### config.mk
export PLATFORM = sky130hd
export DESIGN_NAME = imu_complementary_attitude
export DESIGN_NICKNAME = d
export VERILOG_FILES = /design/src/hw/rtl/imuca_pkg.sv /design/src/hw/rtl/imu_complementary_attitude.sv
export VERILOG_INCLUDE_DIRS = /design/src /design/src/hw/rtl
export SDC_FILE = /design/constraint.sdc
export NUM_CORES = 2
export LEC_CHECK = 0
export BUFFER_PORTS_ARGS = -buffer_cell sky130_fd_sc_hd__buf_4
export CAP_MARGIN = 20
export CELL_PAD_IN_SITES_DETAIL_PLACEMENT = 1
export CELL_PAD_IN_SITES_GLOBAL_PLACEMENT = 1
export CORE_UTILIZATION = 48
export CTS_CLUSTER_SIZE = 28
export DETAILED_ROUTE_END_ITERATION = 12
export PLACE_DENSITY = 0.91
export SLEW_MARGIN = 20
export SYNTH_ARGS = -nofsm -noshare
export SYNTH_HDL_FRONTEND = slang
export SYNTH_SLANG_ARGS = --single-unit
export TNS_END_PERCENT = 20
### constraint.sdc
create_clock -name aclk -period 24.7 [get_ports aclk]
set_input_delay 4.94 -clock aclk [delete_from_list [all_inputs] [get_ports aclk]]
set_output_delay 4.94 -clock aclk [all_outputs]
set_load 0.005 [all_outputs]
### src/hw/rtl/imu_complementary_attitude_defines.svh
// ----------------------------------------------------------------------------
// imu complementary attitude assertion macros
// short wrappers for the concurrent checks at the end of the top level
// ----------------------------------------------------------------------------
`ifndef IMU_COMPLEMENTARY_ATTITUDE_DEFINES_SVH
`define IMU_COMPLEMENTARY_ATTITUDE_DEFINES_SVH

// same-cycle implication, clocked on aclk, off while in reset
`define IMUCA_ASSERT_IMP(lbl, ante, cons) \
    lbl: assert property (@(posedge aclk) disable iff (!aresetn) (ante) |-> (cons)) \
        else $error("imuca same-cycle check failed");

// next-cycle implication, clocked on aclk, off while in reset
`define IMUCA_ASSERT_NXT(lbl, ante, cons) \
    lbl: assert property (@(posedge aclk) disable iff (!aresetn) (ante) |=> (cons)) \
        else $error("imuca next-cycle check failed");

`endif

### src/hw/rtl/imuca_pkg.sv
// ----------------------------------------------------------------------------
// imuca_pkg
// constants, register indexes and helper functions of the attitude estimator
// ----------------------------------------------------------------------------
package imuca_pkg;

    localparam int ANGLE_FRAC_BITS = 16;
    localparam int CORDIC_STEPS    = 16;
    localparam int ATAN_ENTRIES    = 24;
    localparam int CORDIC_ITERS    = (CORDIC_STEPS > ATAN_ENTRIES) ? ATAN_ENTRIES : CORDIC_STEPS;

    localparam int HALF_TURN = 180 << ANGLE_FRAC_BITS;
    localparam int ZW        = 27;   // cordic angle accumulator width
    localparam int ATAN_SH   = 24 - ANGLE_FRAC_BITS;
    localparam int ATAN_RND  = (ATAN_SH == 0) ? 0 : (1 << (ATAN_SH - 1));
    localparam int GYRO_SH   = 48 - ANGLE_FRAC_BITS;

    localparam logic signed [24:0] HT_25 = 25'(HALF_TURN);
    localparam logic signed [24:0] NHT_25 = -25'(HALF_TURN);
    localparam logic signed [65:0] HT_66 = 66'(HALF_TURN);
    localparam logic signed [ZW-1:0] HT_Z = ZW'(HALF_TURN);
    localparam logic [63:0] GYRO_RND = 64'(1) << (GYRO_SH - 1);

    localparam int CFG_IDX_W = 3;

    typedef enum logic [CFG_IDX_W-1:0] {
        CFG_GYRO_OFFSET_X = 3'd0,
        CFG_GYRO_OFFSET_Y = 3'd1,
        CFG_GYRO_OFFSET_Z = 3'd2,
        CFG_BLEND_WEIGHT  = 3'd3,
        CFG_RATE_SCALE    = 3'd4,
        CFG_ONE_G_COUNTS  = 3'd5
    } cfg_idx_t;

    localparam logic signed [15:0] RST_GYRO_OFFSET_X = 16'sd87;
    localparam logic signed [15:0] RST_GYRO_OFFSET_Y = 16'sd15;
    localparam logic signed [15:0] RST_GYRO_OFFSET_Z = 16'sd24;
    localparam logic [15:0]        RST_BLEND_WEIGHT  = 16'd64225;
    localparam logic [31:0]        RST_RATE_SCALE    = 32'd4297327;
    localparam logic [14:0]        RST_ONE_G_COUNTS  = 15'd8192;

    // arctangent of 2^-i in degrees, rescaled from q24 with rounding
    function automatic logic signed [ZW-1:0] atan_entry(input logic [4:0] idx);
        logic [31:0] t;
        case (idx)
            5'd0:  t = 32'd754974720;
            5'd1:  t = 32'd445687602;
            5'd2:  t = 32'd235489088;
            5'd3:  t = 32'd119537938;
            5'd4:  t = 32'd60000934;
            5'd5:  t = 32'd30029717;
            5'd6:  t = 32'd15018523;
            5'd7:  t = 32'd7509720;
            5'd8:  t = 32'd3754917;
            5'd9:  t = 32'd1877466;
            5'd10: t = 32'd938734;
            5'd11: t = 32'd469367;
            5'd12: t = 32'd234684;
            5'd13: t = 32'd117342;
            5'd14: t = 32'd58671;
            5'd15: t = 32'd29335;
            5'd16: t = 32'd14668;
            5'd17: t = 32'd7334;
            5'd18: t = 32'd3667;
            5'd19: t = 32'd1833;
            5'd20: t = 32'd917;
            5'd21: t = 32'd458;
            5'd22: t = 32'd229;
            5'd23: t = 32'd115;
            default: t = 32'd0;
        endcase
        atan_entry = ZW'((t + 32'(ATAN_RND)) >> ATAN_SH);
    endfunction

    function automatic logic signed [31:0] sat32(input logic signed [65:0] v);
        if (v > 66'sh0_7FFF_FFFF) begin
            sat32 = 32'sh7FFF_FFFF;
        end else if (v < -66'sh0_8000_0000) begin
            sat32 = 32'sh8000_0000;
        end else begin
            sat32 = v[31:0];
        end
    endfunction

    function automatic logic signed [24:0] clamp_ht(input logic signed [65:0] v);
        if (v > HT_66) begin
            clamp_ht = HT_25;
        end else if (v < -HT_66) begin
            clamp_ht = NHT_25;
        end else begin
            clamp_ht = v[24:0];
        end
    endfunction

endpackage

### src/hw/rtl/imu_complementary_attitude.sv
// ----------------------------------------------------------------------------
// imu_complementary_attitude
// complementary-filter attitude estimator for one six-axis sample per beat
// ----------------------------------------------------------------------------
// One input beat carries three accelerometer and three gyro readings, the
// interval in microseconds and a seed flag; one result beat follows each.
// The block handles one sample at a time. A trusted sample runs the gyro
// integration, the squares, the square root, the cordic and the blend; an
// untrusted one skips the cordic and the blend, and a seed sample skips the
// gyro integration and the blend. All arithmetic goes through a single
// shift-and-add multiplier that retires one multiplier bit per cycle, a
// two-bits-per-cycle square root and a shared cordic vectoring stage (16
// iterations per arctangent). A new sample is taken once the previous result
// has been handed to the output register, so a result waiting on m_ready
// does not hold back the next sample's work; it only holds the hand-over.
// Configuration writes are always accepted and are meant to happen while the
// block is idle. Angles are degrees with 16 fraction bits.
// ----------------------------------------------------------------------------
`include "imu_complementary_attitude_defines.svh"

module imu_complementary_attitude (
    input  logic                                aclk,
    input  logic                                aresetn,
    // sample channel
    input  logic                                s_valid,
    output logic                                s_ready,
    input  logic signed [15:0]                  s_accel_x,
    input  logic signed [15:0]                  s_accel_y,
    input  logic signed [15:0]                  s_accel_z,
    input  logic signed [15:0]                  s_rate_x,
    input  logic signed [15:0]                  s_rate_y,
    input  logic signed [15:0]                  s_rate_z,
    input  logic [15:0]                         s_interval_us,
    input  logic                                s_seed,
    // result channel
    output logic                                m_valid,
    input  logic                                m_ready,
    output logic signed [31:0]                  m_roll_angle,
    output logic signed [31:0]                  m_pitch_angle,
    output logic signed [24:0]                  m_yaw_angle,
    output logic signed [24:0]                  m_tilt_roll,
    output logic signed [24:0]                  m_tilt_pitch,
    output logic [15:0]                         m_accel_magnitude,
    output logic                                m_accel_trusted,
    // configuration write channel
    input  logic                                cfg_valid,
    output logic                                cfg_ready,
    input  logic [imuca_pkg::CFG_IDX_W-1:0]     cfg_index,
    input  logic [31:0]                         cfg_data
);
    import imuca_pkg::*;

    // sequencer, one-hot
    typedef enum logic [16:0] {
        S_IDLE  = 17'h00001,   // waiting for a sample beat
        S_GSET  = 17'h00002,   // load gyro axis into multiplier
        S_GMUL1 = 17'h00004,   // |rate| * interval
        S_GMUL2 = 17'h00008,   // (...) * rate_scale
        S_GACC  = 17'h00010,   // round and integrate into angle
        S_SQSET = 17'h00020,   // load accel axis for squaring
        S_SQ    = 17'h00040,   // accumulate square
        S_SQRT  = 17'h00080,   // digit-by-digit square root
        S_TRUST = 17'h00100,   // magnitude window
        S_CSET  = 17'h00200,   // cordic quadrant set-up
        S_CORD  = 17'h00400,   // cordic vectoring iterations
        S_BSET  = 17'h00800,   // blend, gyro angle term
        S_BMUL1 = 17'h01000,
        S_BMUL2 = 17'h02000,   // blend, tilt term
        S_BFIN  = 17'h04000,   // round and saturate blend
        S_FIN   = 17'h08000,   // seed load
        S_OUT   = 17'h10000    // hand over to output register
    } state_t;

    state_t state_reg, state_next;

    // configuration registers
    logic signed [15:0] off_x_reg, off_x_next;
    logic signed [15:0] off_y_reg, off_y_next;
    logic signed [15:0] off_z_reg, off_z_next;
    logic [15:0]        weight_reg, weight_next;
    logic [31:0]        scale_reg, scale_next;
    logic [14:0]        one_g_reg, one_g_next;

    // filter state
    logic signed [31:0] roll_reg, roll_next;
    logic signed [31:0] pitch_reg, pitch_next;
    logic signed [24:0] yaw_reg, yaw_next;
    logic signed [24:0] troll_reg, troll_next;
    logic signed [24:0] tpitch_reg, tpitch_next;

    // captured sample
    logic signed [15:0] ax_reg, ax_next;
    logic signed [15:0] ay_reg, ay_next;
    logic signed [15:0] az_reg, az_next;
    logic signed [15:0] rx_reg, rx_next;
    logic signed [15:0] ry_reg, ry_next;
    logic signed [15:0] rz_reg, rz_next;
    logic [15:0]        dt_reg, dt_next;
    logic               seed_reg, seed_next;

    // sequencing
    logic [5:0] cnt_reg, cnt_next;
    logic [1:0] axis_reg, axis_next;

    // shift-and-add multiplier
    logic [63:0] mul_a_reg, mul_a_next;
    logic [31:0] mul_b_reg, mul_b_next;
    logic [63:0] acc_reg, acc_next;
    logic        gneg_reg, gneg_next;

    // square root
    logic [31:0] sqv_reg, sqv_next;
    logic [31:0] sqr_reg, sqr_next;
    logic [30:0] sqbit_reg, sqbit_next;
    logic        trusted_reg, trusted_next;

    // cordic
    logic signed [33:0]   cx_reg, cx_next;
    logic signed [33:0]   cy_reg, cy_next;
    logic signed [ZW-1:0] cz_reg, cz_next;

    // output register
    logic               m_valid_reg, m_valid_next;
    logic signed [31:0] o_roll_reg, o_roll_next;
    logic signed [31:0] o_pitch_reg, o_pitch_next;
    logic signed [24:0] o_yaw_reg, o_yaw_next;
    logic signed [24:0] o_troll_reg, o_troll_next;
    logic signed [24:0] o_tpitch_reg, o_tpitch_next;
    logic [15:0]        o_mag_reg, o_mag_next;
    logic               o_trust_reg, o_trust_next;

    // combinational helpers
    logic [63:0]        acc_sum;
    logic signed [15:0] g_raw, g_off;
    logic signed [16:0] g_sum;
    logic [16:0]        g_abs;
    logic signed [15:0] a_sel;
    logic [15:0]        a_abs;
    logic [63:0]        g_rnd;
    logic signed [65:0] g_delta;
    logic signed [65:0] ang_sum;
    logic signed [65:0] yaw_sum;
    logic [32:0]        sq_trial;
    logic [18:0]        mag5;
    logic [18:0]        lim4;
    logic [18:0]        lim6;
    logic signed [15:0] cy_in, cx_in;
    logic signed [33:0] cxs, cys;
    logic signed [24:0] z_clamped;
    logic [63:0]        b_rnd;
    logic signed [63:0] b_shift;
    logic               accept;

    assign accept    = s_valid && s_ready;
    assign s_ready   = (state_reg == S_IDLE);
    assign cfg_ready = 1'b1;

    // one multiplier bit per cycle
    assign acc_sum = acc_reg + (mul_b_reg[0] ? mul_a_reg : 64'd0);

    // gyro axis with offset, 17-bit sum
    always_comb begin
        case (axis_reg)
            2'd0: begin
                g_raw = rx_reg;
                g_off = off_x_reg;
            end
            2'd1: begin
                g_raw = ry_reg;
                g_off = off_y_reg;
            end
            default: begin
                g_raw = rz_reg;
                g_off = off_z_reg;
            end
        endcase
    end
    assign g_sum = {g_raw[15], g_raw} + {g_off[15], g_off};
    assign g_abs = g_sum[16] ? 17'(-g_sum) : 17'(g_sum);

    // accel axis for squaring
    always_comb begin
        case (axis_reg)
            2'd0:    a_sel = ax_reg;
            2'd1:    a_sel = ay_reg;
            default: a_sel = az_reg;
        endcase
    end
    assign a_abs = a_sel[15] ? 16'(-a_sel) : 16'(a_sel);

    // rounded increment, sign of the rate
    assign g_rnd   = (acc_reg + GYRO_RND) >> GYRO_SH;
    assign g_delta = gneg_reg ? -$signed({2'b00, g_rnd}) : $signed({2'b00, g_rnd});
    assign ang_sum = (axis_reg == 2'd0) ? ($signed({{34{roll_reg[31]}}, roll_reg}) + g_delta)
                                        : ($signed({{34{pitch_reg[31]}}, pitch_reg}) + g_delta);
    assign yaw_sum = $signed({{41{yaw_reg[24]}}, yaw_reg}) + g_delta;

    assign sq_trial = {1'b0, sqr_reg} + {2'b00, sqbit_reg};

    // trust window: 0.8 g < mag < 1.2 g, scaled by five
    assign mag5 = {1'b0, sqr_reg[15:0], 2'b00} + {3'b000, sqr_reg[15:0]};
    assign lim4 = {2'b00, one_g_reg, 2'b00};
    assign lim6 = {2'b00, one_g_reg, 2'b00} + {3'b000, one_g_reg, 1'b0};

    assign cy_in = (axis_reg == 2'd0) ? ay_reg : ax_reg;
    assign cx_in = az_reg;
    assign cxs   = cx_reg >>> cnt_reg[4:0];
    assign cys   = cy_reg >>> cnt_reg[4:0];
    assign z_clamped = (cz_reg > HT_Z) ? HT_25
                     : ((cz_reg < -HT_Z) ? NHT_25 : cz_reg[24:0]);

    assign b_rnd   = acc_reg + 64'd32768;
    assign b_shift = $signed(b_rnd) >>> 16;

    always_comb begin
        state_next    = state_reg;
        off_x_next    = off_x_reg;
        off_y_next    = off_y_reg;
        off_z_next    = off_z_reg;
        weight_next   = weight_reg;
        scale_next    = scale_reg;
        one_g_next    = one_g_reg;
        roll_next     = roll_reg;
        pitch_next    = pitch_reg;
        yaw_next      = yaw_reg;
        troll_next    = troll_reg;
        tpitch_next   = tpitch_reg;
        ax_next       = ax_reg;
        ay_next       = ay_reg;
        az_next       = az_reg;
        rx_next       = rx_reg;
        ry_next       = ry_reg;
        rz_next       = rz_reg;
        dt_next       = dt_reg;
        seed_next     = seed_reg;
        cnt_next      = cnt_reg;
        axis_next     = axis_reg;
        mul_a_next    = mul_a_reg;
        mul_b_next    = mul_b_reg;
        acc_next      = acc_reg;
        gneg_next     = gneg_reg;
        sqv_next      = sqv_reg;
        sqr_next      = sqr_reg;
        sqbit_next    = sqbit_reg;
        trusted_next  = trusted_reg;
        cx_next       = cx_reg;
        cy_next       = cy_reg;
        cz_next       = cz_reg;
        o_roll_next   = o_roll_reg;
        o_pitch_next  = o_pitch_reg;
        o_yaw_next    = o_yaw_reg;
        o_troll_next  = o_troll_reg;
        o_tpitch_next = o_tpitch_reg;
        o_mag_next    = o_mag_reg;
        o_trust_next  = o_trust_reg;
        m_valid_next  = m_valid_reg;

        // output beat taken
        if (m_valid_reg && m_ready) begin
            m_valid_next = 1'b0;
        end

        // register writes, indexes beyond the list are dropped
        if (cfg_valid && cfg_ready) begin
            case (cfg_idx_t'(cfg_index))
                CFG_GYRO_OFFSET_X: off_x_next  = cfg_data[15:0];
                CFG_GYRO_OFFSET_Y: off_y_next  = cfg_data[15:0];
                CFG_GYRO_OFFSET_Z: off_z_next  = cfg_data[15:0];
                CFG_BLEND_WEIGHT:  weight_next = cfg_data[15:0];
                CFG_RATE_SCALE:    scale_next  = cfg_data;
                CFG_ONE_G_COUNTS:  one_g_next  = cfg_data[14:0];
                default: ;
            endcase
        end

        // shared multiplier step, overridden below where a phase ends
        if (state_reg == S_GMUL1 || state_reg == S_GMUL2 || state_reg == S_SQ ||
            state_reg == S_BMUL1 || state_reg == S_BMUL2) begin
            acc_next   = acc_sum;
            mul_a_next = mul_a_reg << 1;
            mul_b_next = mul_b_reg >> 1;
            cnt_next   = cnt_reg - 6'd1;
        end

        case (state_reg)
            S_IDLE: begin
                if (accept) begin
                    ax_next   = s_accel_x;
                    ay_next   = s_accel_y;
                    az_next   = s_accel_z;
                    rx_next   = s_rate_x;
                    ry_next   = s_rate_y;
                    rz_next   = s_rate_z;
                    dt_next   = s_interval_us;
                    seed_next = s_seed;
                    axis_next = 2'd0;
                    acc_next  = 64'd0;
                    if (s_seed) begin
                        troll_next  = '0;
                        tpitch_next = '0;
                        state_next  = S_SQSET;
                    end else begin
                        state_next = S_GSET;
                    end
                end
            end
            S_GSET: begin
                mul_a_next = {47'd0, g_abs};
                mul_b_next = {16'd0, dt_reg};
                acc_next   = 64'd0;
                cnt_next   = 6'd16;
                gneg_next  = g_sum[16];
                state_next = S_GMUL1;
            end
            S_GMUL1: begin
                if (cnt_reg == 6'd1) begin
                    mul_a_next = acc_sum;
                    mul_b_next = scale_reg;
                    acc_next   = 64'd0;
                    cnt_next   = 6'd32;
                    state_next = S_GMUL2;
                end
            end
            S_GMUL2: begin
                if (cnt_reg == 6'd1) begin
                    state_next = S_GACC;
                end
            end
            S_GACC: begin
                case (axis_reg)
                    2'd0: roll_next  = sat32(ang_sum);
                    2'd1: pitch_next = sat32(ang_sum);
                    default: begin
                        // wrap once into a half turn, then clamp
                        if (yaw_sum < -HT_66) begin
                            yaw_next = clamp_ht(yaw_sum + (HT_66 <<< 1));
                        end else if (yaw_sum > HT_66) begin
                            yaw_next = clamp_ht(yaw_sum - (HT_66 <<< 1));
                        end else begin
                            yaw_next = clamp_ht(yaw_sum);
                        end
                    end
                endcase
                if (axis_reg == 2'd2) begin
                    axis_next  = 2'd0;
                    acc_next   = 64'd0;
                    state_next = S_SQSET;
                end else begin
                    axis_next  = axis_reg + 2'd1;
                    state_next = S_GSET;
                end
            end
            S_SQSET: begin
                mul_a_next = {48'd0, a_abs};
                mul_b_next = {16'd0, a_abs};
                cnt_next   = 6'd16;
                state_next = S_SQ;
            end
            S_SQ: begin
                if (cnt_reg == 6'd1) begin
                    if (axis_reg == 2'd2) begin
                        sqv_next   = acc_sum[31:0];
                        sqr_next   = 32'd0;
                        sqbit_next = 31'h4000_0000;
                        cnt_next   = 6'd16;
                        state_next = S_SQRT;
                    end else begin
                        axis_next  = axis_reg + 2'd1;
                        state_next = S_SQSET;
                    end
                end
            end
            S_SQRT: begin
                if ({1'b0, sqv_reg} >= sq_trial) begin
                    sqv_next = sqv_reg - sq_trial[31:0];
                    sqr_next = (sqr_reg >> 1) + {1'b0, sqbit_reg};
                end else begin
                    sqr_next = sqr_reg >> 1;
                end
                sqbit_next = sqbit_reg >> 2;
                cnt_next   = cnt_reg - 6'd1;
                if (cnt_reg == 6'd1) begin
                    state_next = S_TRUST;
                end
            end
            S_TRUST: begin
                trusted_next = (mag5 > lim4) && (mag5 < lim6);
                axis_next    = 2'd0;
                if ((mag5 > lim4) && (mag5 < lim6)) begin
                    state_next = S_CSET;
                end else begin
                    state_next = S_FIN;
                end
            end
            S_CSET: begin
                cnt_next = 6'd0;
                if (cy_in == 16'sd0) begin
                    // on the x axis: no iterations
                    cz_next  = cx_in[15] ? HT_Z : '0;
                    cnt_next = 6'(CORDIC_ITERS);
                end else if (cx_in[15]) begin
                    // left half plane: rotate by a half turn
                    cz_next = cy_in[15] ? -HT_Z : HT_Z;
                    cx_next = -($signed({{18{cx_in[15]}}, cx_in}) <<< 14);
                    cy_next = -($signed({{18{cy_in[15]}}, cy_in}) <<< 14);
                end else begin
                    cz_next = '0;
                    cx_next = $signed({{18{cx_in[15]}}, cx_in}) <<< 14;
                    cy_next = $signed({{18{cy_in[15]}}, cy_in}) <<< 14;
                end
                state_next = S_CORD;
            end
            S_CORD: begin
                if (cnt_reg == 6'(CORDIC_ITERS)) begin
                    if (axis_reg == 2'd0) begin
                        troll_next = z_clamped;
                        axis_next  = 2'd1;
                        state_next = S_CSET;
                    end else begin
                        tpitch_next = -z_clamped;
                        axis_next   = 2'd0;
                        state_next  = seed_reg ? S_FIN : S_BSET;
                    end
                end else begin
                    if (!cy_reg[33]) begin
                        cx_next = cx_reg + cys;
                        cy_next = cy_reg - cxs;
                        cz_next = cz_reg + atan_entry(cnt_reg[4:0]);
                    end else begin
                        cx_next = cx_reg - cys;
                        cy_next = cy_reg + cxs;
                        cz_next = cz_reg - atan_entry(cnt_reg[4:0]);
                    end
                    cnt_next = cnt_reg + 6'd1;
                end
            end
            S_BSET: begin
                if (axis_reg == 2'd0) begin
                    mul_a_next = {{32{roll_reg[31]}}, roll_reg};
                end else begin
                    mul_a_next = {{32{pitch_reg[31]}}, pitch_reg};
                end
                mul_b_next = {16'd0, weight_reg};
                acc_next   = 64'd0;
                cnt_next   = 6'd16;
                state_next = S_BMUL1;
            end
            S_BMUL1: begin
                if (cnt_reg == 6'd1) begin
                    if (axis_reg == 2'd0) begin
                        mul_a_next = {{39{troll_reg[24]}}, troll_reg};
                    end else begin
                        mul_a_next = {{39{tpitch_reg[24]}}, tpitch_reg};
                    end
                    mul_b_next = {15'd0, 17'h10000 - {1'b0, weight_reg}};
                    cnt_next   = 6'd17;
                    state_next = S_BMUL2;
                end
            end
            S_BMUL2: begin
                if (cnt_reg == 6'd1) begin
                    state_next = S_BFIN;
                end
            end
            S_BFIN: begin
                if (axis_reg == 2'd0) begin
                    roll_next  = sat32($signed({{2{b_shift[63]}}, b_shift}));
                    axis_next  = 2'd1;
                    state_next = S_BSET;
                end else begin
                    pitch_next = sat32($signed({{2{b_shift[63]}}, b_shift}));
                    state_next = S_FIN;
                end
            end
            S_FIN: begin
                if (seed_reg) begin
                    roll_next  = {{7{troll_reg[24]}}, troll_reg};
                    pitch_next = {{7{tpitch_reg[24]}}, tpitch_reg};
                    yaw_next   = '0;
                end
                state_next = S_OUT;
            end
            S_OUT: begin
                if (!m_valid_reg || m_ready) begin
                    o_roll_next   = roll_reg;
                    o_pitch_next  = pitch_reg;
                    o_yaw_next    = yaw_reg;
                    o_troll_next  = troll_reg;
                    o_tpitch_next = tpitch_reg;
                    o_mag_next    = sqr_reg[15:0];
                    o_trust_next  = trusted_reg;
                    m_valid_next  = 1'b1;
                    state_next    = S_IDLE;
                end
            end
            default: begin
                state_next = S_IDLE;
            end
        endcase
    end

    // control, configuration and filter state
    always_ff @(posedge aclk) begin
        if (!aresetn) begin
            state_reg   <= S_IDLE;
            m_valid_reg <= 1'b0;
            off_x_reg   <= RST_GYRO_OFFSET_X;
            off_y_reg   <= RST_GYRO_OFFSET_Y;
            off_z_reg   <= RST_GYRO_OFFSET_Z;
            weight_reg  <= RST_BLEND_WEIGHT;
            scale_reg   <= RST_RATE_SCALE;
            one_g_reg   <= RST_ONE_G_COUNTS;
            roll_reg    <= '0;
            pitch_reg   <= '0;
            yaw_reg     <= '0;
            troll_reg   <= '0;
            tpitch_reg  <= '0;
        end else begin
            state_reg   <= state_next;
            m_valid_reg <= m_valid_next;
            off_x_reg   <= off_x_next;
            off_y_reg   <= off_y_next;
            off_z_reg   <= off_z_next;
            weight_reg  <= weight_next;
            scale_reg   <= scale_next;
            one_g_reg   <= one_g_next;
            roll_reg    <= roll_next;
            pitch_reg   <= pitch_next;
            yaw_reg     <= yaw_next;
            troll_reg   <= troll_next;
            tpitch_reg  <= tpitch_next;
        end
    end

    // datapath, no reset needed
    always_ff @(posedge aclk) begin
        ax_reg       <= ax_next;
        ay_reg       <= ay_next;
        az_reg       <= az_next;
        rx_reg       <= rx_next;
        ry_reg       <= ry_next;
        rz_reg       <= rz_next;
        dt_reg       <= dt_next;
        seed_reg     <= seed_next;
        cnt_reg      <= cnt_next;
        axis_reg     <= axis_next;
        mul_a_reg    <= mul_a_next;
        mul_b_reg    <= mul_b_next;
        acc_reg      <= acc_next;
        gneg_reg     <= gneg_next;
        sqv_reg      <= sqv_next;
        sqr_reg      <= sqr_next;
        sqbit_reg    <= sqbit_next;
        trusted_reg  <= trusted_next;
        cx_reg       <= cx_next;
        cy_reg       <= cy_next;
        cz_reg       <= cz_next;
        o_roll_reg   <= o_roll_next;
        o_pitch_reg  <= o_pitch_next;
        o_yaw_reg    <= o_yaw_next;
        o_troll_reg  <= o_troll_next;
        o_tpitch_reg <= o_tpitch_next;
        o_mag_reg    <= o_mag_next;
        o_trust_reg  <= o_trust_next;
    end

    assign m_valid           = m_valid_reg;
    assign m_roll_angle      = o_roll_reg;
    assign m_pitch_angle     = o_pitch_reg;
    assign m_yaw_angle       = o_yaw_reg;
    assign m_tilt_roll       = o_troll_reg;
    assign m_tilt_pitch      = o_tpitch_reg;
    assign m_accel_magnitude = o_mag_reg;
    assign m_accel_trusted   = o_trust_reg;

    // a sample beat always starts a busy period
    `IMUCA_ASSERT_NXT(a_busy_after_beat, s_valid && s_ready, !s_ready)
    // wrapped yaw stays within a half turn
    `IMUCA_ASSERT_IMP(a_yaw_range, m_valid, (m_yaw_angle <= HT_25) && (m_yaw_angle >= NHT_25))
    // tilt pitch stays within a half turn
    `IMUCA_ASSERT_IMP(a_tilt_range, m_valid, (m_tilt_pitch <= HT_25) && (m_tilt_pitch >= NHT_25))

endmodule
# == Word-level counts from Yosys, hierarchy flattened ==
# Memory sizes are Yosys's and may differ from the RTL's. A register that Yosys moved wholly into a read port is not among the register bits.
# Index checks and enable logic that the tools add are counted.
# classes
n_eq_ne,49
n_mux,125
n_addsub,32
shifts,2
order_cmp,15
n_reduce_logical,40
# ops
operator,count
two-way mux 32 bit,25
two-way mux 64 bit,10
two-way mux 25 bit,16
case mux 64 bit (5 select lines),1
case mux 17 bit (17 select lines),1
two-way mux 34 bit,8
case mux 64 bit (4 select lines),1
greater-than comparator 66 x 25 -> 1 bit (second input constant),3
< comparator 66 x 25 -> 1 bit (second input constant),3
case mux 32 bit (3 select lines),2
two-way mux 17 bit,10
case mux 32 bit (5 select lines),1
case mux 25 bit (2 select lines),3
case mux 34 bit (2 select lines),2
two-way mux 27 bit,5
adder 32 x 66 -> 66 bit,2
two-way mux 66 bit,2
case mux 32 bit (2 select lines),2
two-way mux 16 bit,6
case mux 16 bit (2 select lines),3
adder 34 bit,2
negator 30 -> 34 bit,2
>>> shifter 34 x 5 -> 34 bit,2
subtractor 34 bit,2
other kinds (86),149
# totals
out_inout_bits,159
input_bits,153
register_bits,897
mem_count,2
rom_bits,1920
# mem_list
name,words,word_bits,read_ports,rd_clocked_by_memory_dff,write_ports,line,rtl
(name not given),32,30,1,1,0,imuca_pkg.sv:45,case (idx)
(name not given),32,30,1,1,0,imuca_pkg.sv:45,

# == Longest topological paths before layout ==
# depth
depth_word,12
depth_mapped,42
ltp_nobuf,36

# == Worst setup path after synthesis ==
# No wires, ideal clock.
# synth_path
kind,input-to-reg
from,in m_ready
to,reg o_mag_reg[0] (netlist: m_accel_magnitude[0]) (enable)
arrival_time_ns,19.673
stages,2
slack_ns,3.973
path_buffers,0
t_required_ns,23.647
cell_sequence,nor2b_1 -> nor4_1
# synth_via
elab_chain_cells,2
# synth_rtl
item,line,rtl
from (decl),imu_complementary_attitude.sv:37,"input logic m_ready,"
logical OR 1 bit,imu_complementary_attitude.sv:484,if (!m_valid_reg || m_ready) begin
AND reduction 2 bit (no source line),n/a,
to (signal assigned),imu_complementary_attitude.sv:563,o_mag_reg <= o_mag_next;
to (decl),imu_complementary_attitude.sv:129,"logic [15:0] o_mag_reg, o_mag_next;"
# Every way passes these cells.
# A chain may end at the register's enable or synchronous reset.

# == Worst setup path in the final report ==
# layout_path
from,reg acc_reg[31]
to,reg yaw_reg[1]
# layout_via
elab_chain_cells,12
word_cells_on_any_way,20
# layout_rtl
item,line,rtl
from (decl),imu_complementary_attitude.sv:108,"logic [63:0] acc_reg, acc_next;"
from (signal assigned),imu_complementary_attitude.sv:549,acc_reg <= acc_next;
adder 64 x 32 -> 64 bit *,imu_complementary_attitude.sv:192,assign g_rnd = (acc_reg + GYRO_RND) >> GYRO_SH;
negator 32 -> 66 bit,imu_complementary_attitude.sv:193,"assign g_delta = gneg_reg ? -$signed({2'b00, g_rnd}) : $signed({2'b00, g_rnd});"
two-way mux 66 bit *,imu_complementary_attitude.sv:193,
adder 25 x 66 -> 66 bit *,imu_complementary_attitude.sv:196,"assign yaw_sum = $signed({{41{yaw_reg[24]}}, yaw_reg}) + g_delta;"
subtractor 66 x 26 -> 66 bit,imu_complementary_attitude.sv:338,yaw_next = clamp_ht(yaw_sum - (HT_66 <<< 1));
< comparator 66 x 25 -> 1 bit,imuca_pkg.sv:88,end else if (v < -HT_66) begin
two-way mux 25 bit,imuca_pkg.sv:88,
two-way mux 25 bit,imuca_pkg.sv:86,if (v > HT_66) begin
two-way mux 25 bit,imu_complementary_attitude.sv:337,end else if (yaw_sum > HT_66) begin
two-way mux 25 bit *,imu_complementary_attitude.sv:335,if (yaw_sum < -HT_66) begin
two-way mux 25 bit *,imu_complementary_attitude.sv:330,case (axis_reg)
case mux 25 bit (2 select lines) *,imu_complementary_attitude.sv:285,case (state_reg)
to (signal assigned),imu_complementary_attitude.sv:529,yaw_reg <= yaw_next;
to (decl),imu_complementary_attitude.sv:87,"logic signed [24:0] yaw_reg, yaw_next;"
# Every way passes the cells marked *; elsewhere a longest branch is shown, timed or not. The select of a mux whose other input is x is not followed.

==> results.json <==
{
  "status": "completed",
  "setup_violations": 0,
  "final_common_cell": "nand2_1",
  "syn_area_um2": 72100,
  "yosysWarnings": 0,
  "clock_path_buffers": 3,
  "htree_levels": 3,
  "mostFrequentLayoutCells": "nand2_1 (1182), a21oi_1 (723), nor2_1 (705), o21ai_0 (499), ha_1 (456)",
  "worstHoldStart": "acc_reg[4]",
  "avgSynthCellArea_um2": 8.24,
  "cts.clk_slew.worst_paths_ns": 0.06,
  "syn_to_final_growth_pct": 10.5,
  "clockRootBuffer": "clkbuf_16",
  "core-area_um2": 148000,
  "fin_crit_ns": 11.66,
  "grtUsageTotal": 0.384,
  "r2r_start": "acc_reg[31]",
  "synth_top_family_by_area": "compound AO/OA/AOI/OAI gates",
  "hold-worst-slack_ns": 0.461,
  "reg2reg_slack_ns": 13.04,
  "period_share": 0.472,
  "die_y_um": 389,
  "regToRegEndpoint": "yaw_reg[1]",
  "slowest_delay_ns": 0.83,
  "die_x_um": 389,
  "end_kind": "flip-flop",
  "min_path_type": "flip-flop to flip-flop",
  "vdd_ir_drop_max_mv": 0.0891,
  "arrival_ns": 12.36,
  "finalInstanceArea_um2": 79700,
  "clock_sinks": 905,
  "die_area_um2": 152000,
  "syn-num-nets": 9368,
  "ctsResizeCount": 0,
  "yosys.area_share.simple": 0.210,
  "total_power_mw": 6.50,
  "synth_compound_area_frac": 0.230,
  "grt_pass1_vias": 73900,
  "synthTopCellsByArea": "edfxtp_1 (19%), dfxtp_1 (13%), ha_1 (8.0%)",
  "first_iter_violations": 7826,
  "dp_worst_setup_slack_ns": 13.32,
  "vias_per_cell": 6.72,
  "slew_viol_final": 0,
  "synthFlopType": "dfxtp_1",
  "dr.pass1.iters": 8,
  "drv_cap": 0,
  "grt_pass1_wl_mm": 453,
  "cp-start-kind": "flip-flop",
  "dp_cells": 10700,
  "cts_tree": "built",
  "dpl_cell_area_um2": 76000,
  "postCtsHoldBufs": 0,
  "fin_cells": 10900,
  "synth_seq_cells": 905,
  "timing.slew.headroom": 0.116,
  "synth-edff-count": 448,
  "worstHoldEndpoint": "acc_reg[4]",
  "ant_nets": 0,
  "synth.top_cell.area_share": 0.187,
  "synth_xor_area_frac": 0.0786,
  "rows": 141,
  "gp_congestion": 0.997,
  "vias": 73300,
  "yosysUniqueCellTypes": 112,
  "rsz0062_at_grt": "false",
  "critPathKind": "flip-flop to flip-flop",
  "crit_fanout": 30,
  "synth_fa_ha_area_frac": 0.0823,
  "hpwl_mm": 225,
  "cts-buffers-inserted": 104,
  "async_flop_share": 0,
  "setup_tns_ns": 0,
  "grt_overflow": 0,
  "antenna_found_initial": 29,
  "clock_latency_ns": 0.79,
  "min_path_cells": 2,
  "synth-seq-area-share": 0.314,
  "drive_gt1_frac": 0.0949,
  "numPortBuffers": 310,
  "route.detailed.drc": 0,
  "setup_slack_ns": 13.04,
  "post_drt_wl_per_cell_um": 27.7,
  "cts_setup_buffers": 0,
  "ios": 312,
  "r2r_cells": 34,
  "power_per_cell_area_nw_per_um2": 81.6,
  "grt_max_degree": 157,
  "clock.fmax_mhz": 85.8,
  "worstMarginPinSlew_ns": 1.31,
  "fin_nets": 9414,
  "p_leak_nw": 31.5,
  "critPathRequiredTime_ns": 25.40,
  "totalWireLength_mm": 303,
  "fin_skew_ns": 0.0781,
  "yosysTopAreaCell": "edfxtp_1",
  "slowest_stage": "ha_1",
  "utilization": 0.537,
  "hold_viol_final": 0,
  "syn_inst": 8747,
  "initial_core_util": 0.486,
  "muxShareOfSynthArea": 0.0479
}
-- metal layers --
layer | global-route usage | part of all wire
met1 | 0.478 | 0.39
met2 | 0.609 | 0.45
met3 | 0.0930 | 0.10
met4 | 0.214 | 0.064
met5 | 0 | 0.00095
-- cell families (layout without fill, tap and decap cells) --
kind of cell / after synthesis / in the layout
other: 1 / 30
flip-flops: 905 / 905
AO/OA/AOI/OAI: 2551 / 2551
buffers and inverters: 700 / 838
XOR/XNOR: 643 / 643
multiplexers: 276 / 276
adder cells (fa/ha/maj): 468 / 468
AND/OR/NAND/NOR: 3203 / 3203
-- worst max path at each step --
stage / startpoint / endpoint / cells past startpoint
after floorplan: m_ready / m_accel_magnitude[0] / 2
after global placement: acc_reg[31] / yaw_reg[15] / 32
after detailed placement: acc_reg[31] / yaw_reg[13] / 34
after CTS: acc_reg[31] / yaw_reg[1] / 34
after global routing: acc_reg[31] / yaw_reg[10] / 33
final: acc_reg[31] / yaw_reg[1] / 34
-- critical path: cells and delay by family, from the launching register on --
| kind | cells | cell delay, ns |
|---|---|---|
| buffers and inverters | 1 | 0.28 |
| adders and majority gates | 2 | 1.11 |
| xor gates and xnor gates | 2 | 0.33 |
| AOI/OAI and AO/OA | 8 | 2.48 |
| DFF | 1 | 0.45 |
| and+or+nand+nor | 21 | 6.91 |
-- Yosys cell counts, types with 146 or more instances --
library cell  instances
xnor2_1             362
nand2_1            1186
ha_1                458
nor2_1              710
clkbuf_1            379
a21o_1              174
inv_1               231
o21ai_0             501
and2_1              164
edfxtp_1            448
a31oi_1             146
a21oi_1             728
mux2i_1             167
nand3_1             228
dfxtp_1             457
xor2_1              279
nor3_1              167
-- area by class of cell --
type	count	area, µm²
Fill cell	17700	68700
Multi-Input combinational cell	7142	47000
Sequential cell	905	22600
Timing Repair Buffer	406	3080
Clock buffer	157	3070
Tap cell	2002	2500
Inverter	234	878
Clock inverter	41	478
Antenna cell	29	72.6
-- report_power, final --
| part | leakage, nW | internal (mW) | switching [mW] |
|---|---|---|---|
| registers | 7.60 | 1.71 | 0.112 |
| clock network | 1.73 | 0.910 | 0.720 |
| logic | 22.2 | 1.01 | 2.04 |
(Power assumes the default switching activity.)
